File: src/rtl/fdl_pkg.sv
// shared types and constants for the fractional delay line
// used by the controller, the datapath and the top level
package fdl_pkg;

    localparam int SAMPLE_W      = 16;
    localparam int DELAY_W       = 28;
    localparam int LEN_W         = 11;
    localparam int SLOPE_W       = DELAY_W + 1;
    localparam int CFG_IDX_W     = 1;
    localparam int CFG_DATA_W    = DELAY_W;
    localparam int DEF_BUF_DEPTH = 4096;
    localparam int FRAC_W        = 16;
    localparam int IDEL_W        = DELAY_W - FRAC_W;

    // divider runs one quotient bit per cycle over the delay magnitude
    localparam int DIV_STEPS = DELAY_W;
    localparam int DIV_CNT_W = $clog2(DIV_STEPS);

    localparam logic [DELAY_W-1:0] DELAY_ONE   = DELAY_W'(1) << FRAC_W;
    localparam logic [DELAY_W-1:0] DELAY_MAX   = {DELAY_W{1'b1}};
    localparam logic [LEN_W-1:0]   RAMP_LEN_RST = LEN_W'(64);

    // register indexes on the configuration port
    localparam logic [CFG_IDX_W-1:0] REG_TARGET_DELAY = 1'b0;
    localparam logic [CFG_IDX_W-1:0] REG_RAMP_LENGTH  = 1'b1;

    typedef enum logic [2:0] {
        S_IDLE,
        S_DIV,
        S_SLOPE,
        S_RAMP,
        S_RD1,
        S_RD2,
        S_MUL,
        S_OUT
    } t_state;

    typedef struct packed {
        logic accept;     // capture the input item
        logic div_start;  // load the slope divider
        logic div_step;   // one quotient bit
        logic load_slope; // take quotient, arm the ramp
        logic ramp_step;  // advance the current delay
        logic rd_tap2;    // read address selects the older tap
        logic cap_d1;     // latch the first tap
        logic cap_prod;   // latch the interpolation product
        logic commit;     // write result, store sample, move pointer
    } t_cmd;

    typedef struct packed {
        logic pending;    // a new target waits for its ramp
        logic div_last;   // divider is on its final bit
        logic out_free;   // output register can take a result
    } t_status;

endpackage

File: src/rtl/fdl_ctrl.sv
// sequencer for the fractional delay line
// depends on fdl_pkg for the state type and the command and status structs
module fdl_ctrl (
    input  logic             i_clk,
    input  logic             i_rst_n,
    input  logic             i_in_valid,
    input  fdl_pkg::t_status i_status,
    output logic             o_in_ready,
    output fdl_pkg::t_cmd    o_cmd
);
    import fdl_pkg::*;

    t_state r_state;
    t_state n_state;

    // state register
    always_ff @(posedge i_clk) begin
        if (!i_rst_n) begin
            r_state <= S_IDLE;
        end else begin
            r_state <= n_state;
        end
    end

    // next state
    always_comb begin
        n_state = r_state;
        unique case (r_state)
            S_IDLE: begin
                if (i_in_valid) begin
                    n_state = i_status.pending ? S_DIV : S_RAMP;
                end
            end
            S_DIV: begin
                if (i_status.div_last) begin
                    n_state = S_SLOPE;
                end
            end
            S_SLOPE: n_state = S_RAMP;
            S_RAMP:  n_state = S_RD1;
            S_RD1:   n_state = S_RD2;
            S_RD2:   n_state = S_MUL;
            S_MUL:   n_state = S_OUT;
            S_OUT: begin
                if (i_status.out_free) begin
                    n_state = S_IDLE;
                end
            end
            default: n_state = S_IDLE;
        endcase
    end

    // commands
    always_comb begin
        o_cmd      = '0;
        o_in_ready = 1'b0;
        unique case (r_state)
            S_IDLE: begin
                o_in_ready      = 1'b1;
                o_cmd.accept    = i_in_valid;
                o_cmd.div_start = i_in_valid && i_status.pending;
            end
            S_DIV:   o_cmd.div_step   = 1'b1;
            S_SLOPE: o_cmd.load_slope = 1'b1;
            S_RAMP:  o_cmd.ramp_step  = 1'b1;
            S_RD1:   o_cmd.rd_tap2    = 1'b0;
            S_RD2: begin
                o_cmd.rd_tap2 = 1'b1;
                o_cmd.cap_d1  = 1'b1;
            end
            S_MUL:   o_cmd.cap_prod   = 1'b1;
            S_OUT:   o_cmd.commit     = i_status.out_free;
            default: o_cmd            = '0;
        endcase
    end

endmodule

File: config.mk
export PLATFORM = sky130hd
export DESIGN_NAME = fdl_ctrl
export DESIGN_NICKNAME = d
export VERILOG_FILES = /design/src/rtl/fdl_pkg.sv /design/src/rtl/fdl_ctrl.sv
export SDC_FILE = /design/constraint.sdc
export NUM_CORES = 1
export LEC_CHECK = 0
export ABC_AREA = 1
export ABC_CLOCK_PERIOD_IN_PS = 1300
export BUFFER_PORTS_ARGS = -buffer_cell sky130_fd_sc_hd__buf_2
export CAP_MARGIN = 20
export CORE_AREA = 4 4 41 43
export DETAILED_ROUTE_END_ITERATION = 8
export DIE_AREA = 0 0 45 47
export SYNTH_ARGS = -nofsm -noshare
export SYNTH_HDL_FRONTEND = slang
export SYNTH_SLANG_ARGS = --single-unit
File: constraint.sdc
create_clock -name i_clk -period 1.3 [get_ports i_clk]
set_clock_uncertainty 0.1 [all_clocks]
set_input_delay 0.065 -clock i_clk [delete_from_list [all_inputs] [get_ports i_clk]]
set_output_delay 0.065 -clock i_clk [all_outputs]
set_load 0.02 [all_outputs]
---- Word-level counts from Yosys, hierarchy flattened ----
Cells that the tools add are included.
operators by class
  equality and inequality tests ........... 10
  mux-type cells .......................... 13
  reductions and logical operators ........ 3
operator list
  operator            number
  $pmux 3 s8          1
  $eq 3x3->1 const B  4
  $mux 3              3
  $mux 1              7
  $eq 3x2->1 const B  2
  $ne 2x2->1 const B  3
  $mux 2              2
  $eq 3x1->1 const B  1
  $logic_not 3->1     1
  $reduce_and 3->1    1
  $logic_and 1x1->1   1
storage, ports and cells
  flip-flop bits (word level) ............. 3
  input bits .............................. 6
  output and inout port bits .............. 10
  logic and storage cells ................. 27

---- Longest topological paths before layout ----
  depth after elaboration ................. 3
  gate-level depth with buffers ........... 6
  depth with buffers taken out ............ 6

---- Least setup slack after synthesis ----
OpenSTA, ideal clock, no wires.
  path type ............................... reg-to-output
  start point ............................. reg r_state[2]
  end point ............................... out o_cmd[3] (netlist name)
  data arrival time ....................... 1.298 ns
  required time ........................... 1.135 ns
  setup slack ............................. -0.163 ns
  stages on the path, launching flop included .. 4
  path buffers ............................ 1
  cells stage by stage .................... dfxtp_1 inv_1 nor3_1 buf_4
RTL lines
  what                    line            source
  from (decl)             fdl_ctrl.sv:13  t_state r_state;
  from (signal assigned)  fdl_ctrl.sv:21  r_state <= n_state;
  to (decl)               fdl_ctrl.sv:9   output fdl_pkg::t_cmd o_cmd

==> results.env <==
TIGHTEST_SLEW_NS=0.192
MOST_FREQUENT_STANDARD_CELL_IN_THE_LAYOUT_EXCLUDING_FILL_AND_TAP_CELLS='sky130_fd_sc_hd__buf_2'
CRITPATHTOPFAMILY='flip-flops'
PATH_CELLS='inv_1 > nor3_2 > buf_4'
GLOBAL_ROUTE_WIRE_LENGTH_BEFORE_REPAIR_UM=1150
FIRST_GLOBAL_VIAS=301
FLOORPLAN.DIE_AREA_UM2=2120
ITERATION_0_DRC_COUNT_OF_THE_DETAILED_ROUTER=1
NUM_IO_PINS=16
PATH_MAX_FANOUT=6
REG_TOP3='r_state x3'
CORE_AREA_UM2=1300
FIN_CRIT_SH=0.972
CTS_BUFFERS=3
VIA_TO_CELL_RATIO=4.45
DETAIL_ROUTE.WIRELENGTH_UM=670
EFFECTIVE_UTILIZATION_AT_FLOORPLAN=0.186
LATER_PIN_CLOCK_LATENCY_IN_THE_SKEW_REPORT_NS=0.23
TIMING.CRITICAL_PATH.ARRIVAL_NS=1.10
SYNTH_SEQ_AREA_SHARE=0.249
TIMING.REG2REG.WORST_PATH_DEPTH=7
DRC=0
SYNTH-WARNING-COUNT=0
BUFFER_PORTS.INSERTED=15
VIA_COUNT=338
N_ANTENNA_CELL=0
CELLLEAKAGEPOWER_nW=0.230
CRITICAL_PATH_BUF_INV_COUNT=2
INITIAL_ANTENNA_VIOLATION_COUNT=0
ROWS=13
REPORT.FINAL.SLEW_VIOL_COUNT=0
POSTROUTEANTENNANETS=0
POST_DP_AREA_UM2=333
FIRSTDRTPASSITERS=2
WORST-SETUP-PATH-TYPE='register to primary output'
POST_SYNTH_INST_COUNT=41
CAP_VIOLATIONS=0
MOST_FREQUENT_CELLS_IN_THE_LAYOUT='sky130_fd_sc_hd__buf_2, sky130_fd_sc_hd__inv_1, sky130_fd_sc_hd__buf_4'
POWER.DENSITY_nW_PER_UM2=1280
CLOCK_SINK_COUNT=3
DESIGN_AREA_UM2=413
CLOCK_TREE.HTREE_LEVEL_COUNT=1
POSTSYNTHREGISTERBITS=3
CTS.ROOT.BUFFER_CELL='sky130_fd_sc_hd__clkbuf_4'
SYN_AVG_CELL_AREA_UM2=5.89
CP.DEPTH=3
MAX_CLOCK_FREQ_GHz=0.791
OVERFLOW=0
MAPPED_AREA_UM2=241
HPWL_UM=532
WORST_SETUP_END_KIND='primary output'
CRIT_PATH_MAX_INCR_DELAY_NS=0.36
HOLDWS_NS=0.133
LARGEST-REGISTER='r_state'
WORSTHOLDPATHTYPE='input port to register'
PLACE.GP.CONGESTION=0.713
VDD_IR_DROP_MAX_mV=0.508
FINAL.MIN_CLOCK_PERIOD_NS=1.26
WHS_PATH_DEPTH=4
STATUS='finished, final reports clean'
AREA_GROWTH_SYN_TO_LAYOUT_PCT=71.0
CTS_TREE='yes'
MAXSLEWHEADROOM=0.872
WL_PER_CELL_UM=8.82
WORSTPATHREQUIRED_NS=1.13
DIE_H_UM=47
CRITICAL_PATH.STARTPOINT_TYPE='register'
PATH_CLK_SLEW_NS=0.04
FINALNETCOUNT=68
CTS-ROOT-TO-SINK-BUFFERS=2
FINALSETUPVIOLCOUNT=0
FINAL_LAYOUT_SIZE_SUFFIX_GT1_FRAC=0.508
CP_SLOWEST_CELL='sky130_fd_sc_hd__dfxtp_2'
GLOBAL_ROUTE_USAGE_SUM=0.0829
SYNTH_NETS=47
FINAL_HOLD_VIOLATION_COUNT=0
LARGEST_REGISTER_FFS=3
WIDTH_OF_THE_DIE_UM=45
RSZ0062_AT_GRT='true'
GRT_START_MAX_NET_PINS=8
SYNTH_CELL_TYPE_COUNT=14
worst paths after layout:
check	slack (ns)	start	endpoint
hold reg to reg	0.43	r_state[2]$_SDFFE_PN0P_	r_state[2]$_SDFFE_PN0P_
setup reg to reg	0.15	r_state[2]$_SDFFE_PN0P_	r_state[1]$_SDFFE_PN0P_
setup / recovery	0.04	r_state[2]$_SDFFE_PN0P_	o_cmd[2]
hold / removal	0.13	i_status[0]	r_state[2]$_SDFFE_PN0P_
routing by layer:
metal / routed length, µm / part of all wire / track usage / vias up
met2: 318 / 0.47 / 0.124 / 10
met1: 278 / 0.41 / 0.0773 / 157
met5: 0 / 0 / 0 / -
met4: 0 / 0 / 0.0526 / 0
li1: - / - / - / 171
met3: 73 / 0.11 / 0.0690 / 0
through the flow:
step	util	cells	total power, W	setup WS, ns	setup TNS, ns
floorplan	-	41	0.000277	0.0497	0
global placement	0.256	70	0.000334	0.124	0
detailed placement	0.256	70	0.000335	0.137	0
CTS	0.292	76	0.000522	0.00749	0
global route	0.317	76	0.000590	-0.0177	-0.0543
finish	0.317	76	0.000530	0.0360	0
report_power, final:
group	total [W]	internal [W]	switching, W
clock	0.000160	0.000115	0.0000455
combinational	0.000226	0.0000861	0.000140
sequential	0.000144	0.000113	0.0000304
total	0.000530	0.000314	0.000216
cell type report:
class | instances | area, µm²
fill | 156 | 888
multi-input combinational | 26 | 150
timing repair buffer | 17 | 105
sequential | 3 | 68.8
inverter | 11 | 43.8
clock buffer | 4 | 26.3
tap | 15 | 18.8
cell families (layout without fill, tap and decap cells):
kind of cell           Yosys count  after routing  synth area share
flip-flops                       3              3             0.249
buffers and inverters           12             32             0.202
AND/OR/NAND/NOR                 22             22             0.461
AO/OA/AOI/OAI                    4              4            0.0881
synth_stat cells:
| cell | number | area (µm²) |
|---|---|---|
| sky130_fd_sc_hd__buf_4 | 1 | 7.51 |
| sky130_fd_sc_hd__a21oi_1 | 2 | 10.0 |
| sky130_fd_sc_hd__nor3_1 | 6 | 30.0 |
| sky130_fd_sc_hd__nand2_1 | 5 | 18.8 |
| sky130_fd_sc_hd__a31oi_1 | 1 | 6.26 |
| sky130_fd_sc_hd__nor2_1 | 5 | 18.8 |
| sky130_fd_sc_hd__inv_1 | 10 | 37.5 |
| sky130_fd_sc_hd__nand4_1 | 2 | 12.5 |
| sky130_fd_sc_hd__nand3_2 | 2 | 20.0 |
| sky130_fd_sc_hd__nor2_2 | 1 | 6.26 |
| sky130_fd_sc_hd__o21ai_0 | 1 | 5.00 |
| sky130_fd_sc_hd__dfxtp_1 | 3 | 60.1 |
| sky130_fd_sc_hd__inv_2 | 1 | 3.75 |
| sky130_fd_sc_hd__nand3_1 | 1 | 5.00 |
repair_timing:
action	in CTS	in global routing
gates resized for setup	3	12
endpoints found under the setup margin	7	8
endpoints found under the hold margin	3	0
pin swaps	1	0
hold buffers	1	0
buffers inserted	1	0
tightest hold or removal path: stages:
cell,delay (ns)
sky130_fd_sc_hd__buf_2,0.08
sky130_fd_sc_hd__inv_1,0.05
sky130_fd_sc_hd__nand4_1,0.13
sky130_fd_sc_hd__a31oi_1,0.10
(Power assumes the default switching activity.)
